$ cat src/rtl/jacs_pkg.sv
// Shared types and constants of the joystick axis calibrated scaler.
`timescale 1ns / 1ps
package jacs_pkg;

  localparam int unsigned QBITS = 15;
  localparam int unsigned LAT   = 2 + QBITS;

  localparam int unsigned CFG_IDX_W = 3;
  localparam int unsigned CFG_W     = 16;
  localparam int unsigned POS_W     = 16;

  localparam logic [CFG_IDX_W-1:0] CFG_X_LOW  = 3'd0;
  localparam logic [CFG_IDX_W-1:0] CFG_X_MID  = 3'd1;
  localparam logic [CFG_IDX_W-1:0] CFG_X_HIGH = 3'd2;
  localparam logic [CFG_IDX_W-1:0] CFG_Y_LOW  = 3'd3;
  localparam logic [CFG_IDX_W-1:0] CFG_Y_MID  = 3'd4;
  localparam logic [CFG_IDX_W-1:0] CFG_Y_HIGH = 3'd5;

  localparam logic [CFG_W-1:0] RST_LOW  = 16'd32768;
  localparam logic [CFG_W-1:0] RST_MID  = 16'd49152;
  localparam logic [CFG_W-1:0] RST_HIGH = 16'd65535;

  localparam logic [POS_W-1:0] POS_ZERO   = 16'd0;
  localparam logic [POS_W-1:0] POS_FULL   = 16'd65535;
  localparam logic [POS_W-1:0] POS_CENTER = 16'd32767;

  typedef enum logic [1:0] {
    SEG_ZERO = 2'd0,
    SEG_FULL = 2'd1,
    SEG_LOW  = 2'd2,
    SEG_HIGH = 2'd3
  } seg_t;

endpackage

$ cat src/rtl/jacs_in_if.sv
// Input channel: one raw sample per axis.
`timescale 1ns / 1ps
interface jacs_in_if;
  logic        valid;
  logic        ready;
  logic [15:0] raw_x;
  logic [15:0] raw_y;

  modport source (output valid, output raw_x, output raw_y, input ready);
  modport sink   (input valid, input raw_x, input raw_y, output ready);
endinterface

$ cat src/rtl/jacs_out_if.sv
// Result channel: one calibrated position per axis.
`timescale 1ns / 1ps
interface jacs_out_if;
  logic        valid;
  logic        ready;
  logic [15:0] pos_x;
  logic [15:0] pos_y;

  modport source (output valid, output pos_x, output pos_y, input ready);
  modport sink   (input valid, input pos_x, input pos_y, output ready);
endinterface

$ cat src/rtl/jacs_axis_pipe.sv
// Datapath of one axis: segment select, scaled numerator, pipelined divider, output register.
`timescale 1ns / 1ps
module jacs_axis_pipe
  import jacs_pkg::*;
#(
  parameter int unsigned SAMPLE_BITS = 16
) (
  input  logic             clk,
  input  logic             adv,
  input  logic [15:0]      sample,
  input  logic [CFG_W-1:0] lo_cal,
  input  logic [CFG_W-1:0] mid_cal,
  input  logic [CFG_W-1:0] hi_cal,
  output logic [POS_W-1:0] pos
);

  localparam int unsigned SB = SAMPLE_BITS;
  localparam int unsigned NW = SB + QBITS;

  logic [SB-1:0] s_m, lo_m, mid_m, hi_m;
  seg_t          seg_nxt;
  logic [SB-1:0] d_nxt, dv_nxt;

  seg_t          seg1_r;
  logic [SB-1:0] d1_r, dv1_r;

  logic [NW-1:0] num_nxt;

  logic [SB-1:0]    rem_r [QBITS];
  logic [QBITS-1:0] num_r [QBITS];
  logic [SB-1:0]    div_r [QBITS];
  logic [QBITS-1:0] quo_r [QBITS+1];
  seg_t             seg_r [QBITS+1];

  logic [POS_W-1:0] pos_nxt, pos_r;

  always_comb begin
    s_m   = sample[SB-1:0];
    lo_m  = lo_cal[SB-1:0];
    mid_m = mid_cal[SB-1:0];
    hi_m  = hi_cal[SB-1:0];
    priority if (s_m <= lo_m) begin
      seg_nxt = SEG_ZERO;
      d_nxt   = '0;
      dv_nxt  = '0;
    end else if (s_m >= hi_m) begin
      seg_nxt = SEG_FULL;
      d_nxt   = '0;
      dv_nxt  = '0;
    end else if (s_m <= mid_m) begin
      seg_nxt = SEG_LOW;
      d_nxt   = s_m - lo_m;
      dv_nxt  = mid_m - lo_m;
    end else begin
      seg_nxt = SEG_HIGH;
      d_nxt   = s_m - mid_m;
      dv_nxt  = hi_m - mid_m;
    end
  end

  always_ff @(posedge clk) begin
    if (adv) begin
      seg1_r <= seg_nxt;
      d1_r   <= d_nxt;
      dv1_r  <= dv_nxt;
    end
  end

  // low segment scales by 2^15 - 1, high segment by 2^15
  always_comb begin
    if (seg1_r == SEG_LOW) begin
      num_nxt = {d1_r, {QBITS{1'b0}}} - {{QBITS{1'b0}}, d1_r};
    end else begin
      num_nxt = {d1_r, {QBITS{1'b0}}};
    end
  end

  always_ff @(posedge clk) begin
    if (adv) begin
      rem_r[0] <= num_nxt[NW-1:QBITS];
      num_r[0] <= num_nxt[QBITS-1:0];
      div_r[0] <= dv1_r;
      quo_r[0] <= '0;
      seg_r[0] <= seg1_r;
    end
  end

  for (genvar k = 0; k < QBITS; k++) begin : g_div
    logic [SB+1:0] trial;
    logic          take;
    logic [SB-1:0] rem_nxt;

    always_comb begin
      trial   = {1'b0, rem_r[k], num_r[k][QBITS-1]} - {2'b00, div_r[k]};
      take    = !trial[SB+1];
      rem_nxt = take ? trial[SB-1:0] : {rem_r[k][SB-2:0], num_r[k][QBITS-1]};
    end

    always_ff @(posedge clk) begin
      if (adv) begin
        quo_r[k+1] <= {quo_r[k][QBITS-2:0], take};
        seg_r[k+1] <= seg_r[k];
      end
    end

    if (k < QBITS - 1) begin : g_carry
      always_ff @(posedge clk) begin
        if (adv) begin
          rem_r[k+1] <= rem_nxt;
          num_r[k+1] <= {num_r[k][QBITS-2:0], 1'b0};
          div_r[k+1] <= div_r[k];
        end
      end
    end else begin : g_last
      logic unused_rem;
      assign unused_rem = ^rem_nxt;
    end
  end

  always_comb begin
    unique case (seg_r[QBITS])
      SEG_ZERO: pos_nxt = POS_ZERO;
      SEG_FULL: pos_nxt = POS_FULL;
      SEG_LOW:  pos_nxt = {{(POS_W-QBITS){1'b0}}, quo_r[QBITS]};
      SEG_HIGH: pos_nxt = POS_CENTER + {{(POS_W-QBITS){1'b0}}, quo_r[QBITS]};
      default:  pos_nxt = POS_ZERO;
    endcase
  end

  always_ff @(posedge clk) begin
    if (adv) begin
      pos_r <= pos_nxt;
    end
  end

  assign pos = pos_r;

endmodule

$ cat src/rtl/joystick_axis_calibrated_scaler_unit.sv
// Top level of the joystick axis calibrated scaler: calibration registers and stage valids.
//
//   port       dir    carries
//   in_chan    sink   raw_x, raw_y
//   out_chan   source pos_x, pos_y
//   cfg_*      in     calibration register writes (index 0..5)
//
// One sample pair enters every cycle unless a held result stalls the pipeline; each result
// passes the 15-stage restoring divider, one quotient bit per stage, before the output register.
// Synchronous active-low reset clears the stage valids and loads default calibration.
// A held result stalls every stage at once; nothing is dropped or repeated.
`timescale 1ns / 1ps
module joystick_axis_calibrated_scaler_unit
  import jacs_pkg::*;
#(
  parameter int unsigned SAMPLE_BITS = 16
) (
  input  logic                 clk,
  input  logic                 rst_n,
  jacs_in_if.sink              in_chan,
  jacs_out_if.source           out_chan,
  input  logic                 cfg_we,
  input  logic [CFG_IDX_W-1:0] cfg_idx,
  input  logic [CFG_W-1:0]     cfg_wdata
);

  logic [CFG_W-1:0] x_lo_r, x_mid_r, x_hi_r;
  logic [CFG_W-1:0] y_lo_r, y_mid_r, y_hi_r;

  logic           adv;
  logic [LAT-1:0] vld_r;
  logic           out_valid_r;

  assign adv           = !out_valid_r || out_chan.ready;
  assign in_chan.ready = adv;

  always_ff @(posedge clk) begin
    if (!rst_n) begin
      x_lo_r  <= RST_LOW;
      x_mid_r <= RST_MID;
      x_hi_r  <= RST_HIGH;
      y_lo_r  <= RST_LOW;
      y_mid_r <= RST_MID;
      y_hi_r  <= RST_HIGH;
    end else if (cfg_we) begin
      unique case (cfg_idx)
        CFG_X_LOW:  x_lo_r  <= cfg_wdata;
        CFG_X_MID:  x_mid_r <= cfg_wdata;
        CFG_X_HIGH: x_hi_r  <= cfg_wdata;
        CFG_Y_LOW:  y_lo_r  <= cfg_wdata;
        CFG_Y_MID:  y_mid_r <= cfg_wdata;
        CFG_Y_HIGH: y_hi_r  <= cfg_wdata;
        default: ;
      endcase
    end
  end

  always_ff @(posedge clk) begin
    if (!rst_n) begin
      vld_r       <= '0;
      out_valid_r <= 1'b0;
    end else if (adv) begin
      vld_r       <= {vld_r[LAT-2:0], in_chan.valid};
      out_valid_r <= vld_r[LAT-1];
    end
  end

  jacs_axis_pipe #(
    .SAMPLE_BITS(SAMPLE_BITS)
  ) u_axis_x (
    .clk     (clk),
    .adv     (adv),
    .sample  (in_chan.raw_x),
    .lo_cal  (x_lo_r),
    .mid_cal (x_mid_r),
    .hi_cal  (x_hi_r),
    .pos     (out_chan.pos_x)
  );

  jacs_axis_pipe #(
    .SAMPLE_BITS(SAMPLE_BITS)
  ) u_axis_y (
    .clk     (clk),
    .adv     (adv),
    .sample  (in_chan.raw_y),
    .lo_cal  (y_lo_r),
    .mid_cal (y_mid_r),
    .hi_cal  (y_hi_r),
    .pos     (out_chan.pos_y)
  );

  assign out_chan.valid = out_valid_r;

`ifndef SYNTHESIS
  a_enter: assert property (@(posedge clk) disable iff (!rst_n)
    in_chan.valid && in_chan.ready |=> vld_r[0])
    else $error("accepted transfer missing from first stage");

  a_hold: assert property (@(posedge clk) disable iff (!rst_n)
    !adv |=> $stable(vld_r) && out_valid_r)
    else $error("stage valids moved during stall");

  a_rise: assert property (@(posedge clk) disable iff (!rst_n)
    $rose(out_valid_r) |-> $past(vld_r[LAT-1]))
    else $error("result appeared without a transfer in the last stage");

  a_shift: assert property (@(posedge clk) disable iff (!rst_n)
    adv && vld_r[LAT-2] |=> vld_r[LAT-1])
    else $error("valid lost between stages");
`endif

endmodule

$ cat src/flat_wrapper.sv
// flat-port wrapper written by rule: the top's interface ports become plain ports
module joystick_axis_calibrated_scaler_unit_flat import jacs_pkg::*;
#(
  parameter int unsigned SAMPLE_BITS = 16
)
  (clk, rst_n, cfg_we, cfg_idx, cfg_wdata, in_chan_valid, in_chan_raw_x, in_chan_raw_y, in_chan_ready, out_chan_valid, out_chan_pos_x, out_chan_pos_y, out_chan_ready);
  jacs_in_if in_chan_i ();
  jacs_out_if out_chan_i ();
  input  logic clk;
  input  logic rst_n;
  input  logic cfg_we;
  input  logic [CFG_IDX_W-1:0] cfg_idx;
  input  logic [CFG_W-1:0] cfg_wdata;
  input wire logic [$bits(in_chan_i.valid)-1:0] in_chan_valid;
  input wire logic [$bits(in_chan_i.raw_x)-1:0] in_chan_raw_x;
  input wire logic [$bits(in_chan_i.raw_y)-1:0] in_chan_raw_y;
  output wire logic [$bits(in_chan_i.ready)-1:0] in_chan_ready;
  output wire logic [$bits(out_chan_i.valid)-1:0] out_chan_valid;
  output wire logic [$bits(out_chan_i.pos_x)-1:0] out_chan_pos_x;
  output wire logic [$bits(out_chan_i.pos_y)-1:0] out_chan_pos_y;
  input wire logic [$bits(out_chan_i.ready)-1:0] out_chan_ready;
  assign in_chan_i.valid = in_chan_valid;
  assign in_chan_i.raw_x = in_chan_raw_x;
  assign in_chan_i.raw_y = in_chan_raw_y;
  assign in_chan_ready = in_chan_i.ready;
  assign out_chan_valid = out_chan_i.valid;
  assign out_chan_pos_x = out_chan_i.pos_x;
  assign out_chan_pos_y = out_chan_i.pos_y;
  assign out_chan_i.ready = out_chan_ready;
  joystick_axis_calibrated_scaler_unit #(.SAMPLE_BITS(SAMPLE_BITS)) u_core (.clk(clk), .rst_n(rst_n), .in_chan(in_chan_i), .out_chan(out_chan_i), .cfg_we(cfg_we), .cfg_idx(cfg_idx), .cfg_wdata(cfg_wdata));
endmodule
$ cat config.mk
export PLATFORM = sky130hd
export DESIGN_NAME = joystick_axis_calibrated_scaler_unit_flat
export DESIGN_NICKNAME = d
export VERILOG_FILES = /design/src/rtl/jacs_pkg.sv /design/src/rtl/jacs_in_if.sv /design/src/rtl/jacs_out_if.sv /design/src/rtl/jacs_axis_pipe.sv /design/src/rtl/joystick_axis_calibrated_scaler_unit.sv /design/src/flat_wrapper.sv
export SDC_FILE = /design/constraint.sdc
export NUM_CORES = 2
export LEC_CHECK = 0
export ABC_CLOCK_PERIOD_IN_PS = 51300
export BUFFER_PORTS_ARGS = -buffer_cell sky130_fd_sc_hd__buf_2
export CELL_PAD_IN_SITES_DETAIL_PLACEMENT = 0
export CELL_PAD_IN_SITES_GLOBAL_PLACEMENT = 1
export CORE_MARGIN = 2
export CORE_UTILIZATION = 48
export DETAILED_ROUTE_END_ITERATION = 8
export HOLD_SLACK_MARGIN = 0.15
export PLACE_DENSITY = 0.74
export SYNTH_ARGS = -nofsm -noshare
export SYNTH_HDL_FRONTEND = slang
export SYNTH_SLANG_ARGS = --single-unit
$ cat constraint.sdc
create_clock -name clk -period 51.3 [get_ports clk]
set_input_delay 5.13 -clock clk [delete_from_list [all_inputs] [get_ports clk]]
set_output_delay 5.13 -clock clk [all_outputs]
set_load 0.03 [all_outputs]
==> flow_summary.ini <==
[run_status]
status = finished clean

[clock_tree]
cts_root_buf = clkbuf_16
cts_setup_buffers = 0
cts_resized = 0
cts_buffers = 187
cts.sinks = 1718
cts_hold_buf = 0
clk_latency_ns = 0.82
cts_htree_levels = 4
clockBufferDepth = 3
clk_pin_slew_ns = 0.06
cts_tree = done

[placed_design]
io_buffers = 89
place_ws_ns = 38.36
gp_congestion = 0.868
hpwl_um = 120000

[power]
p_switching_mw = 2.01
cell_internal_pwr_mw = 4.07
ir_drop_v = 0.0000302
seqPwrFrac_pct = 37.7
comb_power_share_pct = 40.7
switching_share_pct = 33.1
p_clk_share_pct = 21.6
power.density_mw_per_mm2 = 62.0
leakage_nw = 38.0

[synthesis]
yosysTopAreaCell = edfxtp_1
yosysWarnings = 0
ys.flop_type = edfxtp_1
postSynthCellCount = 7267
synth-edff-count = 1604
avgSynthCellArea_um2 = 12.2
syn-num-nets = 7999
syn_area_mm2 = 0.0888
ys_ff_latch = 1718
synth_top_area_share_pct = 54.3
synthTopCellsByArea = edfxtp_1, ha_1, mux2_2
synth_seq_area_share_pct = 56.8
async_reset_ff_share_pct = 0
synth_cell_types = 80

[sta]
clock_skew_ns = 0.0211
setup_violations = 0
fmax_mhz = 84.1
setup_ws_ns = 39.41
setup-tns-final_ns = 0
rsz0062_at_grt = false
timing.final.crit_share_pct = 23.2
tightest_slew_ns = 1.21
report.final.slew_viol_count = 0
finalHoldViolations = 0
relSlewSlack_pct = 19.4
fin_crit_ns = 11.89

[critical_path]
arrival_ns = 12.30
crit_type = primary input to register
path_max_fanout = 169
cp-start-kind = primary input
worstPathRequired_ns = 51.71
cp-end-kind = register

[global_route]
grt_pass1_wl_um = 269000
first_global_vias = 53343
antenna_found_initial = 5
grt_max_degree = 203
gr-total-overflow = 0
grt_usage_pct = 17.5

[final_layout]
drive_above_1_share_pct = 10.5
area_growth_pct = 10.6
final_net_count = 8197

[die]
fp-row-count = 157
die_w_um = 434
coreArea_mm2 = 0.183
fp.dieArea_mm2 = 0.188
ios = 90
initial_core_util_pct = 48.4
die-height_um = 434

[detailed_routing]
vias = 53479
first_pass_iters = 7
route.detailed.drc = 0
wirelength_um = 165000
avgViaCountPerCell = 5.30
dr.first_iter.drc_count = 2690
antenna_left = 0
wl_per_cell_um = 16.3

[hold_path]
hp-class = register to register

[job]
max_cap_violations = 0
-- cells in the mapped netlist (all sizes together) (114+ instances only) --
cell type / n
mux2: 319
edfxtp: 1604
nor3: 239
nor2: 406
nand2: 544
o21ai: 273
xor2: 157
o21a: 130
ha: 640
inv: 726
xnor2: 271
dfxtp: 114
a21oi: 379
a21o: 114
-- worst max-delay path, cell delays in order --
cell     delay (ns)
buf_2          0.10
nor2b_1        0.05
buf_4          0.21
inv_8          0.30
buf_4          0.75
buf_12         0.68
buf_4          0.88
buf_4          0.95
buf_4          1.01
buf_4          0.92
buf_4          0.96
-- layout by cell type, fill, tap and decap left out, types with 36 or more instances in the layout --
master     netlist  routed
clkbuf_1        78      39
inv_1          726     726
a31oi_1         52      52
a21oi_1        375     375
clkbuf_16        0     189
fa_1            36      36
o21bai_1        40      40
and3_1          77      77
xnor2_1        271     271
edfxtp_1      1604    1604
nand2_1        544     544
o21a_1         130     130
nor2b_1         93      93
a21boi_0       113     113
xor2_1         157     157
a311oi_1        42      42
nand2b_1       101     101
o211ai_1        75      75
dfxtp_1        114     114
nor3_1         238     236
buf_2           13      89
o21ai_0        263     263
nand3_1        106     106
ha_1           640     640
mux2_2         319     319
a21o_1         114     114
or3_1           58      58
nor2_1         406     402
-- metal layers --
metal / vias to the layer above / GRT usage, % / wire length (um)
met5: - / 0 / 51
met4: 8 / 5.71 / 4480
li1: 27131 / - / -
met2: 679 / 31.8 / 83900
met1: 25376 / 21.1 / 71100
met3: 285 / 2.83 / 5310
-- through the flow --
step | hold WS, ns | instances | total power, mW | cell area [um^2] | utilization (%)
floorplan | 0.400 | 7267 | 4.28 | 88800 | -
CTS | 0.395 | 10082 | 6.14 | 98200 | 53.5
detailed placement | 0.405 | 9740 | 4.79 | 92100 | 50.2
global route | 0.418 | 10083 | 6.53 | 98200 | 53.5
global placement | 0.401 | 9740 | 4.72 | 92100 | 50.2
finish | 0.400 | 10084 | 6.09 | 98200 | 53.5
-- sequential cells by signal, indices dropped and copies added, names as in the netlist, 17 cells and up --
signal and count:
u_core.u_axis_x.div_r 240, u_core.u_axis_x.num_r 120, u_core.u_axis_x.quo_r 120, u_core.u_axis_x.rem_r 240
u_core.u_axis_x.seg_r 32, u_core.u_axis_y.div_r 240, u_core.u_axis_y.num_r 120, u_core.u_axis_y.quo_r 120
u_core.u_axis_y.rem_r 240, u_core.u_axis_y.seg_r 32, u_core.vld_r 17
-- power groups by stage --
| stage | clock network, mW | registers, mW | logic [mW] |
|---|---|---|---|
| after CTS | 1.36 | 2.30 | 2.49 |
| after global routing | 1.41 | 2.34 | 2.78 |
| after detailed placement | 0 | 2.32 | 2.46 |
| after global placement | 0 | 2.31 | 2.41 |
| after floorplan | 0 | 2.25 | 2.03 |
| final | 1.32 | 2.30 | 2.48 |
-- layout make-up --
cell class                 count  area (um^2)
inverter                     727         2740
multi-input combinational   4705        35100
tap                         2464         3080
fill                       15562        85300
timing repair buffer         126          761
sequential                  1718        50400
antenna                        2         5.00
clock buffer                 229         4890
clock inverter               113         1170
-- cells by family after synthesis --
kind of cell,after synthesis,share of synthesized area [%]
multiplexers,352,4.42
AND/OR/NAND/NOR,1772,9.47
flip-flops,1718,56.8
buffers and inverters,844,3.71
AO/OA/AOI/OAI,1477,11.5
XOR/XNOR,428,4.22
adder cells (fa/ha/maj),676,9.83
-- path summary, 6_finish.rpt --
check                                                    end                         from  slack, ns  depth (start not counted)
worst max-delay path            u_core.u_axis_y.div_r[1][84]               out_chan_ready      39.41                         11
worst min-delay path             u_core.u_axis_x.quo_r[7][3]  u_core.u_axis_x.quo_r[6][2]       0.40                          0
worst max register to register  u_core.u_axis_y.div_r[1][84]        u_core.out_chan.valid      43.46                         10
worst min register to register   u_core.u_axis_x.quo_r[7][3]  u_core.u_axis_x.quo_r[6][2]       0.40                          0
No activity file was read; power rests on OpenSTA's default activity.
